**src/psb_pkg.sv**
```systemverilog
package psb_pkg;

	localparam int AddrW = 5;
	localparam int DataW = 32;

	typedef enum logic [2:0] {
		REG_DRAW_MODE,
		REG_CLIP_TL,
		REG_CLIP_BR,
		REG_MASK_CTRL,
		REG_DISP_ORIGIN,
		REG_DISP_SIZE,
		REG_DISP_FLAGS
	} reg_idx_t;

	typedef enum logic [1:0] {
		ST_CLIPPED,
		ST_MASKED,
		ST_CLEAR_TEXEL,
		ST_WRITTEN
	} status_t;

	typedef enum logic [1:0] {
		BL_AVERAGE,
		BL_ADD,
		BL_SUB,
		BL_QUARTER
	} blend_t;

	localparam int DmBlendLo = 5;
	localparam int DmDither  = 9;
	localparam int DmDispOk  = 10;
	localparam int MaskBit   = 15;

	typedef struct packed {
		logic [13:0] draw_mode;
		logic [18:0] clip_tl;
		logic [18:0] clip_br;
		logic [1:0]  mask_ctrl;
		logic [18:0] disp_origin;
		logic [20:0] disp_size;
		logic [2:0]  disp_flags;
	} cfg_t;

	localparam logic [13:0] DrawModeRst   = 14'd0;
	localparam logic [18:0] ClipTlRst     = 19'd0;
	localparam logic [18:0] ClipBrRst     = 19'h7FFFF;
	localparam logic [1:0]  MaskCtrlRst   = 2'd0;
	localparam logic [18:0] DispOriginRst = 19'd0;
	localparam logic [20:0] DispSizeRst   = 21'd1025;
	localparam logic [2:0]  DispFlagsRst  = 3'd0;

	// Ordered 4x4 dither offset, indexed by the low two bits of row and column.
	function automatic logic signed [3:0] dither_delta(input logic [1:0] row,
			input logic [1:0] col);
		logic signed [3:0] d;
		case ({row, col})
			4'h0: d = -4'sd4;
			4'h1: d = 4'sd0;
			4'h2: d = -4'sd3;
			4'h3: d = 4'sd1;
			4'h4: d = 4'sd2;
			4'h5: d = -4'sd2;
			4'h6: d = 4'sd3;
			4'h7: d = -4'sd1;
			4'h8: d = -4'sd3;
			4'h9: d = 4'sd1;
			4'hA: d = -4'sd4;
			4'hB: d = 4'sd0;
			4'hC: d = 4'sd3;
			4'hD: d = -4'sd1;
			4'hE: d = 4'sd2;
			4'hF: d = -4'sd2;
			default: d = 4'sd0;
		endcase
		return d;
	endfunction

endpackage

```
**src/psb_if.sv**
```systemverilog
interface psb_in_if;
	logic               valid;
	logic               ready;
	logic signed [11:0] pos_x;
	logic signed [11:0] pos_y;
	logic [7:0]         red;
	logic [7:0]         green;
	logic [7:0]         blue;
	logic [15:0]        texel;
	logic [15:0]        background;
	logic               is_textured;
	logic               is_raw;
	logic               is_transparent;
	logic               want_dither;

	modport source (output valid, pos_x, pos_y, red, green, blue, texel, background,
		is_textured, is_raw, is_transparent, want_dither, input ready);
	modport sink (input valid, pos_x, pos_y, red, green, blue, texel, background,
		is_textured, is_raw, is_transparent, want_dither, output ready);
endinterface

interface psb_out_if;
	logic        valid;
	logic        ready;
	logic [1:0]  status;
	logic [15:0] pixel_word;

	modport source (output valid, status, pixel_word, input ready);
	modport sink (input valid, status, pixel_word, output ready);
endinterface

```
**src/psb_regs.sv**
```systemverilog
module psb_regs
	import psb_pkg::*;
(
	input  logic             clk,
	input  logic             arst_n,
	input  logic             psel,
	input  logic             penable,
	input  logic             pwrite,
	input  logic [AddrW-1:0] paddr,
	input  logic [DataW-1:0] pwdata,
	output logic [DataW-1:0] prdata,
	output logic             pready,
	output cfg_t             cfg
);

	cfg_t     cfg_q;
	reg_idx_t idx;

	assign idx    = reg_idx_t'(paddr[4:2]);
	assign pready = 1'b1;
	assign cfg    = cfg_q;

	always_ff @(posedge clk or negedge arst_n) begin
		if (!arst_n) begin
			cfg_q.draw_mode   <= DrawModeRst;
			cfg_q.clip_tl     <= ClipTlRst;
			cfg_q.clip_br     <= ClipBrRst;
			cfg_q.mask_ctrl   <= MaskCtrlRst;
			cfg_q.disp_origin <= DispOriginRst;
			cfg_q.disp_size   <= DispSizeRst;
			cfg_q.disp_flags  <= DispFlagsRst;
		end else if (psel && penable && pwrite) begin
			case (idx)
				REG_DRAW_MODE:   cfg_q.draw_mode   <= pwdata[13:0];
				REG_CLIP_TL:     cfg_q.clip_tl     <= pwdata[18:0];
				REG_CLIP_BR:     cfg_q.clip_br     <= pwdata[18:0];
				REG_MASK_CTRL:   cfg_q.mask_ctrl   <= pwdata[1:0];
				REG_DISP_ORIGIN: cfg_q.disp_origin <= pwdata[18:0];
				REG_DISP_SIZE:   cfg_q.disp_size   <= pwdata[20:0];
				REG_DISP_FLAGS:  cfg_q.disp_flags  <= pwdata[2:0];
				default: ;
			endcase
		end
	end

	always_comb begin
		case (idx)
			REG_DRAW_MODE:   prdata = {18'd0, cfg_q.draw_mode};
			REG_CLIP_TL:     prdata = {13'd0, cfg_q.clip_tl};
			REG_CLIP_BR:     prdata = {13'd0, cfg_q.clip_br};
			REG_MASK_CTRL:   prdata = {30'd0, cfg_q.mask_ctrl};
			REG_DISP_ORIGIN: prdata = {13'd0, cfg_q.disp_origin};
			REG_DISP_SIZE:   prdata = {11'd0, cfg_q.disp_size};
			REG_DISP_FLAGS:  prdata = {29'd0, cfg_q.disp_flags};
			default:         prdata = '0;
		endcase
	end

endmodule

```
**src/psb_pipe.sv**
```systemverilog
module psb_pipe
	import psb_pkg::*;
(
	input  logic      clk,
	input  logic      arst_n,
	input  cfg_t      cfg,
	psb_in_if.sink    pix_in,
	psb_out_if.source pix_out
);

	// Stage 1: clipping, skip tests and per-pixel flags.
	logic [9:0]  xx;
	logic [8:0]  yy;
	logic [9:0]  dx;
	logic [8:0]  dy;
	logic [11:0] x_end;
	logic [10:0] y_end;
	logic        out_frame;
	logic        out_area;
	logic        wrong_field;
	logic        in_disp;
	status_t     status_in;

	logic              valid_s1;
	status_t           status_s1;
	logic              blend_s1;
	logic              mask_s1;
	logic signed [3:0] delta_s1;
	logic              textured_s1;
	logic              raw_s1;
	logic [14:0]       texel_s1;
	logic [14:0]       back_s1;
	logic [2:0][7:0]   col_s1;

	// Stage 2: modulation and dither.
	logic [2:0][12:0]        prod;
	logic [2:0][4:0]         src;
	logic signed [2:0][10:0] shade;
	logic [2:0][4:0]         fore;

	logic            valid_s2;
	status_t         status_s2;
	logic            blend_s2;
	logic            mask_s2;
	logic [14:0]     back_s2;
	logic [2:0][4:0] fore_s2;

	// Stage 3: blend and pack.
	blend_t          mode;
	logic [2:0][4:0] bch;
	logic [2:0][5:0] acc;
	logic [2:0][4:0] mixed;
	logic [15:0]     word;

	logic        valid_s3;
	logic [1:0]  status_s3;
	logic [15:0] word_s3;

	logic adv_s1;
	logic adv_s2;
	logic adv_s3;

	assign adv_s3       = !valid_s3 || pix_out.ready;
	assign adv_s2       = !valid_s2 || adv_s3;
	assign adv_s1       = !valid_s1 || adv_s2;
	assign pix_in.ready = adv_s1;

	always_comb begin
		xx    = pix_in.pos_x[9:0];
		yy    = pix_in.pos_y[8:0];
		dx    = cfg.disp_origin[9:0];
		dy    = cfg.disp_origin[18:10];
		x_end = {2'b00, dx} + {1'b0, cfg.disp_size[10:0]};
		y_end = {2'b00, dy} + {1'b0, cfg.disp_size[20:11]};
		out_frame = pix_in.pos_x[11] || pix_in.pos_x[10] || pix_in.pos_y[11] ||
			pix_in.pos_y[10] || pix_in.pos_y[9];
		out_area = (xx < cfg.clip_tl[9:0]) || (yy < cfg.clip_tl[18:10]) ||
			(xx > cfg.clip_br[9:0]) || (yy > cfg.clip_br[18:10]);
		wrong_field = cfg.disp_flags[1] && (yy[0] == cfg.disp_flags[2]);
		in_disp = cfg.disp_flags[0] && !cfg.draw_mode[DmDispOk] && (xx >= dx) &&
			(yy >= dy) && ({2'b00, xx} < x_end) && ({2'b00, yy} < y_end);
		if (out_frame || out_area || wrong_field || in_disp) begin
			status_in = ST_CLIPPED;
		end else if (cfg.mask_ctrl[1] && pix_in.background[MaskBit]) begin
			status_in = ST_MASKED;
		end else if (pix_in.is_textured && (pix_in.texel == 16'd0)) begin
			status_in = ST_CLEAR_TEXEL;
		end else begin
			status_in = ST_WRITTEN;
		end
	end

	always_ff @(posedge clk or negedge arst_n) begin
		if (!arst_n) begin
			valid_s1 <= 1'b0;
		end else if (adv_s1) begin
			valid_s1 <= pix_in.valid;
		end
	end

	always_ff @(posedge clk) begin
		if (adv_s1 && pix_in.valid) begin
			status_s1   <= status_in;
			blend_s1    <= pix_in.is_transparent &&
				(!pix_in.is_textured || pix_in.texel[MaskBit]);
			mask_s1     <= cfg.mask_ctrl[0] || (pix_in.is_textured && pix_in.texel[MaskBit]);
			delta_s1    <= (pix_in.want_dither && cfg.draw_mode[DmDither]) ?
				dither_delta(pix_in.pos_y[1:0], pix_in.pos_x[1:0]) : 4'sd0;
			textured_s1 <= pix_in.is_textured;
			raw_s1      <= pix_in.is_raw;
			texel_s1    <= pix_in.texel[14:0];
			back_s1     <= pix_in.background[14:0];
			col_s1      <= {pix_in.blue, pix_in.green, pix_in.red};
		end
	end

	always_comb begin
		for (int ch = 0; ch < 3; ch++) begin
			src[ch]  = texel_s1[ch*5 +: 5];
			prod[ch] = {8'd0, src[ch]} * {5'd0, col_s1[ch]};
			if (textured_s1) begin
				shade[ch] = $signed({2'b00, prod[ch][12:4]}) + 11'(delta_s1);
			end else begin
				shade[ch] = $signed({3'b000, col_s1[ch]}) + 11'(delta_s1);
			end
			if (textured_s1 && raw_s1) begin
				fore[ch] = src[ch];
			end else if (shade[ch][10]) begin
				fore[ch] = 5'd0;
			end else if (shade[ch][9:8] != 2'b00) begin
				fore[ch] = 5'd31;
			end else begin
				fore[ch] = shade[ch][7:3];
			end
		end
	end

	always_ff @(posedge clk or negedge arst_n) begin
		if (!arst_n) begin
			valid_s2 <= 1'b0;
		end else if (adv_s2) begin
			valid_s2 <= valid_s1;
		end
	end

	always_ff @(posedge clk) begin
		if (adv_s2 && valid_s1) begin
			status_s2 <= status_s1;
			blend_s2  <= blend_s1;
			mask_s2   <= mask_s1;
			back_s2   <= back_s1;
			fore_s2   <= fore;
		end
	end

	always_comb begin
		mode = blend_t'(cfg.draw_mode[DmBlendLo +: 2]);
		for (int ch = 0; ch < 3; ch++) begin
			bch[ch] = back_s2[ch*5 +: 5];
			case (mode)
				BL_AVERAGE: acc[ch] = {1'b0, bch[ch]} + {1'b0, fore_s2[ch]};
				BL_ADD:     acc[ch] = {1'b0, bch[ch]} + {1'b0, fore_s2[ch]};
				BL_SUB:     acc[ch] = {1'b0, bch[ch]} - {1'b0, fore_s2[ch]};
				BL_QUARTER: acc[ch] = {1'b0, bch[ch]} + {3'b000, fore_s2[ch][4:2]};
				default:    acc[ch] = '0;
			endcase
			if (!blend_s2) begin
				mixed[ch] = fore_s2[ch];
			end else if (mode == BL_AVERAGE) begin
				mixed[ch] = acc[ch][5:1];
			end else if (mode == BL_SUB) begin
				mixed[ch] = acc[ch][5] ? 5'd0 : acc[ch][4:0];
			end else begin
				mixed[ch] = acc[ch][5] ? 5'd31 : acc[ch][4:0];
			end
		end
		word = (status_s2 == ST_WRITTEN) ? {mask_s2, mixed[2], mixed[1], mixed[0]} : 16'd0;
	end

	always_ff @(posedge clk or negedge arst_n) begin
		if (!arst_n) begin
			valid_s3 <= 1'b0;
		end else if (adv_s3) begin
			valid_s3 <= valid_s2;
		end
	end

	always_ff @(posedge clk) begin
		if (adv_s3 && valid_s2) begin
			status_s3 <= status_s2;
			word_s3   <= word;
		end
	end

	assign pix_out.valid      = valid_s3;
	assign pix_out.status     = status_s3;
	assign pix_out.pixel_word = word_s3;

endmodule

```
**src/pixel_shade_blend.sv**
```systemverilog
// An accepted word passes through the three pipeline registers, stage 1 to stage 3.
// Throughput: one word per cycle without output stalls; each register holds one word.
// A stalled output holds the occupied stages while empty ones still fill, so input ready
// drops only when all three stages are full and the output is stalled.
// Reset (arst_n low, asynchronous) empties the pipeline and loads the register defaults.
module pixel_shade_blend
	import psb_pkg::*;
(
	input  logic             clk,
	input  logic             arst_n,
	psb_in_if.sink           pix_in,
	psb_out_if.source        pix_out,
	input  logic             psel,
	input  logic             penable,
	input  logic             pwrite,
	input  logic [AddrW-1:0] paddr,
	input  logic [DataW-1:0] pwdata,
	output logic [DataW-1:0] prdata,
	output logic             pready
);

	cfg_t cfg;

	psb_regs u_regs (
		.clk     (clk),
		.arst_n  (arst_n),
		.psel    (psel),
		.penable (penable),
		.pwrite  (pwrite),
		.paddr   (paddr),
		.pwdata  (pwdata),
		.prdata  (prdata),
		.pready  (pready),
		.cfg     (cfg)
	);

	psb_pipe u_pipe (
		.clk     (clk),
		.arst_n  (arst_n),
		.cfg     (cfg),
		.pix_in  (pix_in),
		.pix_out (pix_out)
	);

	a_skip_zero: assert property (@(posedge clk) disable iff (!arst_n)
		pix_out.valid && (pix_out.status != ST_WRITTEN) |-> (pix_out.pixel_word == 16'd0))
		else $error("skipped pixel carries a nonzero word");

	a_force_mask: assert property (@(posedge clk) disable iff (!arst_n)
		pix_out.valid && (pix_out.status == ST_WRITTEN) && cfg.mask_ctrl[0]
		|-> pix_out.pixel_word[MaskBit])
		else $error("forced mask bit missing");

	a_stall_cause: assert property (@(posedge clk) disable iff (!arst_n)
		!pix_in.ready |-> (pix_out.valid && !pix_out.ready))
		else $error("input stalled without output backpressure");

endmodule
```
**src/flat_wrapper.sv**
```systemverilog
// flat-port wrapper written by rule: the top's interface ports become plain ports
module pixel_shade_blend_flat import psb_pkg::*;
  (clk, arst_n, psel, penable, pwrite, paddr, pwdata, prdata, pready, pix_in_valid, pix_in_pos_x, pix_in_pos_y, pix_in_red, pix_in_green, pix_in_blue, pix_in_texel, pix_in_background, pix_in_is_textured, pix_in_is_raw, pix_in_is_transparent, pix_in_want_dither, pix_in_ready, pix_out_valid, pix_out_status, pix_out_pixel_word, pix_out_ready);
  psb_in_if pix_in_i ();
  psb_out_if pix_out_i ();
  input  logic clk;
  input  logic arst_n;
  input  logic psel;
  input  logic penable;
  input  logic pwrite;
  input  logic [AddrW-1:0] paddr;
  input  logic [DataW-1:0] pwdata;
  output logic [DataW-1:0] prdata;
  output logic pready;
  input wire logic [$bits(pix_in_i.valid)-1:0] pix_in_valid;
  input wire logic [$bits(pix_in_i.pos_x)-1:0] pix_in_pos_x;
  input wire logic [$bits(pix_in_i.pos_y)-1:0] pix_in_pos_y;
  input wire logic [$bits(pix_in_i.red)-1:0] pix_in_red;
  input wire logic [$bits(pix_in_i.green)-1:0] pix_in_green;
  input wire logic [$bits(pix_in_i.blue)-1:0] pix_in_blue;
  input wire logic [$bits(pix_in_i.texel)-1:0] pix_in_texel;
  input wire logic [$bits(pix_in_i.background)-1:0] pix_in_background;
  input wire logic [$bits(pix_in_i.is_textured)-1:0] pix_in_is_textured;
  input wire logic [$bits(pix_in_i.is_raw)-1:0] pix_in_is_raw;
  input wire logic [$bits(pix_in_i.is_transparent)-1:0] pix_in_is_transparent;
  input wire logic [$bits(pix_in_i.want_dither)-1:0] pix_in_want_dither;
  output wire logic [$bits(pix_in_i.ready)-1:0] pix_in_ready;
  output wire logic [$bits(pix_out_i.valid)-1:0] pix_out_valid;
  output wire logic [$bits(pix_out_i.status)-1:0] pix_out_status;
  output wire logic [$bits(pix_out_i.pixel_word)-1:0] pix_out_pixel_word;
  input wire logic [$bits(pix_out_i.ready)-1:0] pix_out_ready;
  assign pix_in_i.valid = pix_in_valid;
  assign pix_in_i.pos_x = pix_in_pos_x;
  assign pix_in_i.pos_y = pix_in_pos_y;
  assign pix_in_i.red = pix_in_red;
  assign pix_in_i.green = pix_in_green;
  assign pix_in_i.blue = pix_in_blue;
  assign pix_in_i.texel = pix_in_texel;
  assign pix_in_i.background = pix_in_background;
  assign pix_in_i.is_textured = pix_in_is_textured;
  assign pix_in_i.is_raw = pix_in_is_raw;
  assign pix_in_i.is_transparent = pix_in_is_transparent;
  assign pix_in_i.want_dither = pix_in_want_dither;
  assign pix_in_ready = pix_in_i.ready;
  assign pix_out_valid = pix_out_i.valid;
  assign pix_out_status = pix_out_i.status;
  assign pix_out_pixel_word = pix_out_i.pixel_word;
  assign pix_out_i.ready = pix_out_ready;
  pixel_shade_blend u_core (.clk(clk), .arst_n(arst_n), .pix_in(pix_in_i), .pix_out(pix_out_i), .psel(psel), .penable(penable), .pwrite(pwrite), .paddr(paddr), .pwdata(pwdata), .prdata(prdata), .pready(pready));
endmodule
```
**config.mk**
```make
export PLATFORM = sky130hd
export DESIGN_NAME = pixel_shade_blend_flat
export DESIGN_NICKNAME = d
export VERILOG_FILES = /design/src/psb_pkg.sv /design/src/psb_if.sv /design/src/psb_regs.sv /design/src/psb_pipe.sv /design/src/pixel_shade_blend.sv /design/src/flat_wrapper.sv
export SDC_FILE = /design/constraint.sdc
export NUM_CORES = 1
export LEC_CHECK = 0
export BUFFER_PORTS_ARGS = -buffer_cell sky130_fd_sc_hd__buf_4
export CAP_MARGIN = 0
export CELL_PAD_IN_SITES_DETAIL_PLACEMENT = 2
export CELL_PAD_IN_SITES_GLOBAL_PLACEMENT = 2
export CORE_MARGIN = 2
export CORE_UTILIZATION = 39
export DETAILED_ROUTE_END_ITERATION = 16
export PLACE_DENSITY_LB_ADDON = 0.1
export SETUP_SLACK_MARGIN = 0.02
export SLEW_MARGIN = 40
export SYNTH_ARGS = -nofsm -noshare
export SYNTH_HDL_FRONTEND = slang
export SYNTH_SLANG_ARGS = --single-unit
```
**constraint.sdc**
```tcl
create_clock -name clk -period 6.45 [get_ports clk]
set_clock_uncertainty 0.05 [all_clocks]
set_input_delay 0.9675 -clock clk [delete_from_list [all_inputs] [get_ports clk]]
set_output_delay 0.9675 -clock clk [all_outputs]
set_load 0.01 [all_outputs]
```
---- After elaboration in Yosys (flattened, before gate mapping) ----
Memories as Yosys holds them, arrays and structs flattened. A register that Yosys moved wholly into a read port is not among the register bits.
Index checks and enable logic that the tools add are counted.
storage, ports and cells
  bits in registers ....................... 212
  bits in read-only memories .............. 64
  word-level logic and storage cells ...... 156
  memories ................................ 1
cells by class
  $add $sub $neg .......................... 17
  multiply operators ...................... 3
  order comparisons ....................... 8
  eq/ne operators ......................... 11
  mux-type cells .......................... 33
  reduce and logical (&&, ||, !) cells .... 53
memories
  name              words  width  read ports  clocked after memory_dff  wr ports  line           RTL
  (name not given)  16     4      1           1                         0         psb_pkg.sv:57  case ({row, col})
operators by type and width
  kind                                                     count
  21-bit one-hot mux with 7 select lines                   1
  5-bit two-way mux                                        24
  6-bit one-hot mux with 3 select lines                    3
  5-bit by 8-bit multiplier with 13-bit output             3
  10-bit by 4-bit adder with 11-bit output                 3
  11-bit two-way mux                                       3
  9-bit by 4-bit adder with 10-bit output                  3
  5-bit by 3-bit adder with 6-bit output                   3
  5-bit by 5-bit adder with 6-bit output                   3
  5-bit by 5-bit subtractor with 6-bit output              3
  1-bit logical AND                                        17
  16-bit logical NOT                                       1
  1-bit logical OR                                         15
  2-bit AND reduction                                      7
  10-bit by 11-bit adder with 12-bit output                1
  10-bit by 12-bit less-than comparator with 1-bit output  1
  9-bit by 10-bit adder with 11-bit output                 1
  9-bit by 11-bit less-than comparator with 1-bit output   1
  10-bit greater-or-equal comparator                       1
  10-bit greater-than comparator                           1
  10-bit less-than comparator                              1
  3-bit == test (second input constant)                    3
  9-bit greater-or-equal comparator                        1
  9-bit greater-than comparator                            1
  12 further kinds                                         24

---- Longest topological paths before layout ----
Gate-level depths: netlist (run 1).
  word-level depth ........................ 8
  gate-level depth with buffers ........... 23
  gate-level depth less buffers ........... 22

---- Modules after synthesis ----
A second synthesis (run 1) with hierarchy kept.
second synthesis, totals
  cell total of the unflattened synthesis .. 1709
  area, all modules ....................... 17620.6 um2
by module, submodules not included
  module    times used  cells an instance  area each (um2)
  psb_pipe  1           1366               12916.1
  psb_regs  1           343                4704.5

---- Least setup slack after synthesis (run 1) ----
OpenSTA, ideal clock, no wires.
  path type ............................... flip-flop to flip-flop
  from .................................... register u_core.u_pipe.texel_s1[14], in the netlist u_core.u_pipe.src[14]
  to ...................................... register u_core.u_pipe.fore_s2[10] (netlist bit) (data pin)
  data arrival time ....................... 5334 ps
  path slack .............................. 792 ps
  stages on the path, launching flop included .. 21
  buffers on the path ..................... 1
  clock period less this slack ............ 5658 ps
  cells stage by stage .................... edfxtp_1 -> clkbuf_1 -> nand2_1 -> fa_1 -> fa_1 -> inv_1 -> fa_1 -> ha_1 -> a21o_1 -> a21oi_1 -> inv_1 -> a21oi_1 -> xnor2_1 -> ha_1 -> or3_1 -> a2111oi_4 -> nor3_1 -> or4_1 -> a311oi_2 -> mux2i_1 -> a22oi_1
RTL lines
  item                    line             RTL
  from (decl)             psb_pipe.sv:31   logic [14:0] texel_s1;
  from (signal assigned)  psb_pipe.sv:111  texel_s1 <= pix_in.texel[14:0];
  to (signal assigned)    psb_pipe.sv:152  fore_s2 <= fore;
  to (decl)               psb_pipe.sv:46   logic [2:0][4:0] fore_s2;

==> metrics.csv, run 1 <==
stage,metric,value,unit
worst_setup_path,start_kind,register,
power_and_ir_drop,pwr_density_cell,331,mW/mm²
clock_network,cts_root_buf,clkbuf_16,
detailed_routing,drc,0,
job,maxCapViolCount,0,
detailed_routing,wire_per_inst,22.5,µm
sta,relSlewSlack,41.0,%
worst_setup_path,rr_startpoint,u_core.u_pipe.src[14],
worst_setup_path,reg2regPathDepth,19,
sta,whs,360,ps
worst_hold_path,min-delay-path-class,in2async,
sta,final.setup.tns,0,ps
sta,drv_slew,0,
floorplan,die_area,0.0463,mm²
detailed_routing,vias,14300,
global_route,antenna_found_initial,3,
worst_setup_path,worstReg2RegEnd,u_core.u_pipe.fore_s2[12],
synth,synthArstFlopShare,46.5,%
clock_network,clk_pin_slew,60,ps
sta,finalWorstSetupSlack,410,ps
synth,postSynthAreaPerCell,9.75,µm²
detailed_routing,vias_per_cell,5.59,
sta,max_freq,166,MHz
synth,netlist_area,0.0174,mm²
final_layout,mostFrequentLayoutCells,"217 x ha_1, 176 x nand2_1, 176 x buf_4",
worst_setup_path,r2r_setup_slack,410,ps
place,detailed_place_hpwl,42800,µm
global_route,grt_pass1_vias,16000,
sta,setup-violations-final,0,
clock_network,cts_max_level,1,
clock_network,cts_buffer_depth,3,
detailed_routing,drtAntennaViolNets,0,
floorplan,ioPinCount,181,
final_layout,fin_nets,2335,
detailed_routing,drt_iter0_drc,541,
global_route,grt_use_total,25.0,%
global_route,overflow,0,
synth,synth_seq_cells,215,
floorplan,fp.dieW,215,µm
final_layout,final_common_cell,ha_1,
clock_network,numClockSinks,215,
synth,synth_warnings,0,
sta,hold_viol,0,
status,outcome,finished clean,
final_layout,drive_gt1_share,16.5,%
final_layout,areaGrowthSynthToFinish,17.2,%
floorplan,fp.dieH,215,µm
clock_network,cts-hold-fix-buffers,0,
place,gp_congestion,0.830,
clock_network,clkLatencyLatePin,590,ps
place,detailedPlace.worstSlack,158,ps
detailed_routing,drt_wl_total,57400,µm
final_layout,final_cells,2549,
synth,synth_cells,1782,
place,placed_cells,2486,
floorplan,placementRows,77,
sta,finalCritPeriodShare,93.6,%
synth,synth_edf_count,115,
worst_setup_path,cp.required,6710,ps
floorplan,fp.coreArea,0.0441,mm²
sta,fin_crit,6040,ps
worst_setup_path,arrival,6300,ps
global_route,grt_pass1_wl,91100,µm
place,io_buffer_count,155,
clock_network,numCtsBuffers,29,
synth,yosysUniqueCellTypes,71,
clock_network,tritoncts,done,
floorplan,initial_utilization,39.4,%
synth,seq_area_frac_synth,34.4,%
worst_setup_path,cp-end-kind,register,
worst_setup_path,path_max_fanout,8,
sta,worst_pin_slew,883,ps
sta,rsz0062_at_grt,no,
power_and_ir_drop,peakVddDrop,0.198,mV
detailed_routing,firstDrtPassIters,5,
synth,synthFlopType,edfxtp_1,
global_route,grt_start_max_net_pins,53,
power_and_ir_drop,p_leak,9.28,nW
worst_setup_path,criticalPathCategory,reg2reg,
==> routing by layer <==
layer	part of all wire [%]	track usage (%)	vias to the layer above
li1	-	-	6647
met4	3.4	8.02	4
met3	3.0	3.20	93
met2	49	44.5	228
met1	44	31.4	7283
met5	0.051	0	-
==> metrics by stage <==
step                power, mW  util, %  instance area, µm²
global route             7.26     46.2               20400
global placement         4.73     43.4               19100
detailed placement       4.91     43.5               19200
floorplan                4.00        -               17400
finish                   6.75     46.2               20400
CTS                      6.80     45.9               20300
==> final cells by class <==
type | count | area (µm²)
clock inverters | 9 | 176
repair buffers | 180 | 1380
fillers | 4789 | 23800
multi-input cells | 1350 | 10600
inverters | 158 | 593
well taps | 592 | 741
flip-flops and latches | 215 | 5980
clock buffers | 44 | 885
diodes | 1 | 2.50
==> registers in the layout (all words and copies together) (netlist names), 3 cells and up <==
signal and count:
u_core.u_pipe.src 15, u_core.u_pipe.delta_s1 3, u_core.u_pipe.back_s1 15, u_core.u_pipe.back_s2 15, u_core.u_pipe.pix_out.pixel_word 16, u_core.u_pipe.col_s1 24
u_core.u_pipe.fore_s2 15, u_core.u_regs.cfg 97
==> worst max-delay path by stage <==
stage | slack [ps] | to | from | depth (start not counted)
3_5_place_dp | 160 | u_core.u_pipe.fore_s2[6] | u_core.u_pipe.src[7] | 20
5_1_grt | 40 | u_core.u_pipe.fore_s2[9] | u_core.u_pipe.src[8] | 20
2_1_floorplan | 790 | u_core.u_pipe.fore_s2[10] | u_core.u_pipe.src[14] | 20
4_1_cts | 100 | u_core.u_pipe.fore_s2[9] | u_core.u_pipe.src[7] | 20
6_report | 410 | u_core.u_pipe.fore_s2[12] | u_core.u_pipe.src[14] | 19
3_3_place_gp | 350 | u_core.u_pipe.fore_s2[12] | u_core.u_pipe.src[14] | 18
==> cells by family (layout without fill, tap and decap cells) <==
logic type	count (synthesis)	after routing	synth area share [%]
AO/OA/AOI/OAI	444	444	16.5
XOR/XNOR	76	76	3.83
adder cells (fa/ha/maj)	273	273	22.1
buffers and inverters	227	391	5.16
flip-flops	215	215	34.4
multiplexers	68	68	4.37
other	2	13	0.0432
AND/OR/NAND/NOR	477	477	13.6
==> worst max-delay path, cell delays in order (launching register included) <==
cell and delay (ps):
edfxtp_1 580, nand2_1 140, fa_1 520, fa_1 550
inv_1 50, fa_1 480, ha_1 330, a21o_1 200
a21oi_2 220, inv_1 60, a21oi_1 170, xnor2_1 90
ha_1 200, or3_1 390, a2111oi_4 340, nor3_1 100
or4_1 420, a311oi_2 350, mux2i_2 370, a22oi_1 140
==> what timing repair did <==
item                                    CTS  global route
buffers inserted                          0             8
resized for setup                         0             5
hold endpoints to repair                  0             0
endpoints found under the setup margin    0            11
==> where the power goes <==
part,switching (mW),total [mW],internal (mW),leakage (nW)
Clock,0.681,1.82,1.14,0.517
Combinational,1.68,2.99,1.30,6.46
Sequential,0.227,1.94,1.71,2.30
==> synthesized netlist by cell type (all sizes together) (17+ instances only) <==
cell	number	area, µm²
xor2	38	333
mux2	53	597
a21oi	94	470
nor3	25	125
clkbuf	52	195
buf	17	109
ha	217	2720
nand2b	42	263
o22ai	23	144
nor2	65	244
dfrtp	79	1980
a21o	39	293
and2	79	494
xnor2	38	333
fa	56	1120
dfstp	21	552
nand2	177	664
nand3	23	115
o21ai	117	586
edfxtp	115	3450
a22oi	45	338
inv	157	589
(Power assumes the default switching activity.)
==> inputs of run 2 (changes only) <==
- ABC_AREA: unset -> 1
- CORE_UTILIZATION: 39 -> 36
==> run 2 against run 1 <==
  * Synthesized area is 5.4% higher
  * Routed wire length is 6.4% higher
  * Sequential power is 4% higher
  * Critical endpoint is now u_core.u_pipe.fore_s2[2]
  * Sequential share of layout area is 1.0 points lower
  * Design area is 3.6% higher
  * Critical path type unchanged
  * Largest cell class unchanged
  * Critical path depth is 7 higher
  * Non-clock buffer count is 10 lower
  * Core utilization is 4.1 points lower
==> metrics.csv, run 2 <==
stage,metric,value,unit
place,io_buffer_count,155,
final_layout,drive_gt1_share,13.8,%
detailed_routing,wire_per_inst,19.6,µm
power_and_ir_drop,pwr_density_cell,373,mW/mm²
final_layout,fin_nets,2816,
final_layout,largest_reg_flops,97,
synth,ys_top_cells_by_count,"504 x nand2_1, 387 x inv_1, 217 x ha_1",
power_and_ir_drop,p_leak,10.7,nW
synth,synth_seq_cells,215,
clock_network,clk_pin_slew,70,ps
sta,relSlewSlack,51.2,%
final_layout,fin_util,42.1,%
clock_network,numCtsBuffers,27,
sta,max_freq,178,MHz
sta,worst_pin_slew,730,ps
worst_setup_path,cp.required,6840,ps
synth,yosysUniqueCellTypes,56,
floorplan,placementRows,82,
synth,synthFlopType,edfxtp_1,
sta,rsz0062_at_grt,no,
synth,synth_edf_count,115,
detailed_routing,vias_per_cell,5.21,
clock_network,cts-hold-fix-buffers,0,
clock_network,cts_max_level,1,
sta,final.setup.tns,0,ps
sta,finalWorstSetupSlack,825,ps
final_layout,mostFrequentLayoutCells,"504 x nand2_1, 386 x inv_1, 217 x ha_1",
global_route,antenna_found_initial,1,
worst_setup_path,criticalPathCategory,reg2reg,
detailed_routing,firstDrtPassIters,4,
floorplan,ioPinCount,181,
detailed_routing,drt_iter0_drc,514,
sta,finalCritPeriodShare,87.2,%
synth,synth_cells,2276,
clock_network,cts_root_buf,clkbuf_16,
synth,synthArstFlopShare,46.5,%
synth,synth.most_common_cell,nand2_1,
worst_setup_path,cp-end-kind,register,
sta,hold_viol,0,
global_route,grt_pass1_wl,98100,µm
detailed_routing,drtAntennaViolNets,0,
sta,drv_slew,0,
job,maxCapViolCount,0,
sta,setup-violations-final,0,
detailed_routing,drc,0,
synth,netlist_area,0.0183,mm²
global_route,grt_use_total,23.5,%
sta,fin_crit,5620,ps
synth,synth_top_cell_area_share,18.9,%
place,detailed_place_hpwl,48400,µm
synth,postSynthAreaPerCell,8.04,µm²
power_and_ir_drop,peakVddDrop,0.202,mV
worst_setup_path,start_kind,register,
synth,seq_area_frac_synth,32.7,%
global_route,grt_start_max_net_pins,64,
clock_network,clkLatencyLatePin,580,ps
status,outcome,finished clean,
clock_network,ctsResizeCount,0,
detailed_routing,drt_wl_total,61000,µm
global_route,overflow,0,
clock_network,cts_buffer_depth,3,
place,detailedPlace.worstSlack,762,ps
final_layout,areaGrowthSynthToFinish,15.3,%
floorplan,fp.coreArea,0.0502,mm²
synth,yosys.area.top_type,edfxtp_1,
synth,ys_top_cells_by_area,"edfxtp_1 19%, ha_1 15%, dfrtp_1 11%",
worst_hold_path,min-delay-path-class,in2async,
floorplan,fp.dieW,230,µm
floorplan,initial_utilization,36.5,%
clock_network,tritoncts,done,
synth,synth_warnings,0,
floorplan,fp.dieH,230,µm
global_route,grt_pass1_vias,18400,
floorplan,die_area,0.0527,mm²
worst_setup_path,arrival,6010,ps
clock_network,numClockSinks,215,
detailed_routing,vias,16200,
final_layout,final_common_cell,nand2_1,
place,gp_congestion,0.838,
clock_network,post_cts_buffers,0,
worst_setup_path,path_max_fanout,9,
final_layout,insertedDiodeCount,0,
## run 2: cell count changes in the layout (fill, tap and decap cells not counted), sizes merged, moves of 14 or more
| cell | delta |
|---|---|
| nand2b | -42 |
| a21oi | +59 |
| and2 | -79 |
| a22oi | -45 |
| nand3 | +73 |
| mux2i | -14 |
| mux2 | -53 |
| a21o | -23 |
| nand2 | +367 |
| xnor2 | -15 |
| nor2 | +67 |
| o21ai | +62 |
| inv | +237 |
## run 2: cell families after synthesis
family                     share of synthesized area, %
xor gates and xnor gates                           3.28
buffers and inverters                              10.1
other                                            0.0410
AOI/OAI and AO/OA                                  14.2
adders and majority gates                          21.0
DFF                                                32.7
and+or+nand+nor                                    18.7
## run 2: critical path, cell delays in order (launching register included)
cell and delay, ps:
edfxtp_1 640, nand2_1 160, fa_1 540, fa_1 550
inv_1 60, fa_1 470, ha_1 330, nand2_2 110
nand2_2 70, a21o_4 220, nand2_2 60, nand2_2 70
nand2_2 60, nand2_2 60, a21oi_2 130, xor2_1 200
inv_1 70, ha_1 350, a21oi_1 200, o21ai_0 160
a21oi_1 180, nand2_2 90, a21oi_1 120, o21ai_1 100
a21oi_2 250, nand2_1 110, nand2_1 70
## run 2: through the flow
stage	instances	power [mW]	hold WS [ps]	cell area, µm²
finish	3108	7.88	352	21100
CTS	3107	8.01	367	21100
global route	3108	8.64	384	21100
detailed placement	3057	6.25	359	20100
global placement	3057	5.99	354	20100
floorplan	2286	4.97	350	18300
## run 2: layer usage
layer | global-route usage, % | wire length, µm | vias to the layer above
met5 | 0 | 10 | -
li1 | - | - | 7723
met2 | 44.7 | 32600 | 205
met4 | 6.07 | 1430 | 2
met1 | 27.8 | 25400 | 8175
met3 | 2.44 | 1640 | 83
## run 2: path summary, 6_finish.rpt
| kind | from | cells past startpoint | slack (ps) | to |
|---|---|---|---|---|
| setup / recovery | u_core.u_pipe.src[4] | 26 | 830 | u_core.u_pipe.fore_s2[2] |
| hold / removal | arst_n | 1 | 350 | u_core.u_regs.cfg[67] |
| setup reg to reg | u_core.u_pipe.src[4] | 26 | 830 | u_core.u_pipe.fore_s2[2] |
| hold reg to reg | u_core.u_pipe.back_s1[6] | 0 | 380 | u_core.u_pipe.back_s2[6] |
| max in group asynchronous | arst_n | 2 | 4820 | u_core.u_regs.cfg[11] |
| min in group clk | u_core.u_pipe.back_s1[6] | 0 | 380 | u_core.u_pipe.back_s2[6] |
## run 2: cell type report
cell class | instances | area [µm²]
fillers | 5756 | 29100
multi-input cells | 1606 | 10500
flip-flops and latches | 215 | 5980
inverters | 395 | 1480
repair buffers | 170 | 1280
well taps | 672 | 841
clock buffers | 31 | 701
clock inverters | 19 | 273
## run 2: report_power, final
part | total, mW | internal [mW] | switching, mW | leakage, nW
logic | 4.18 | 1.57 | 2.61 | 7.91
registers | 2.01 | 1.77 | 0.248 | 2.28
clock network | 1.69 | 1.03 | 0.660 | 0.474
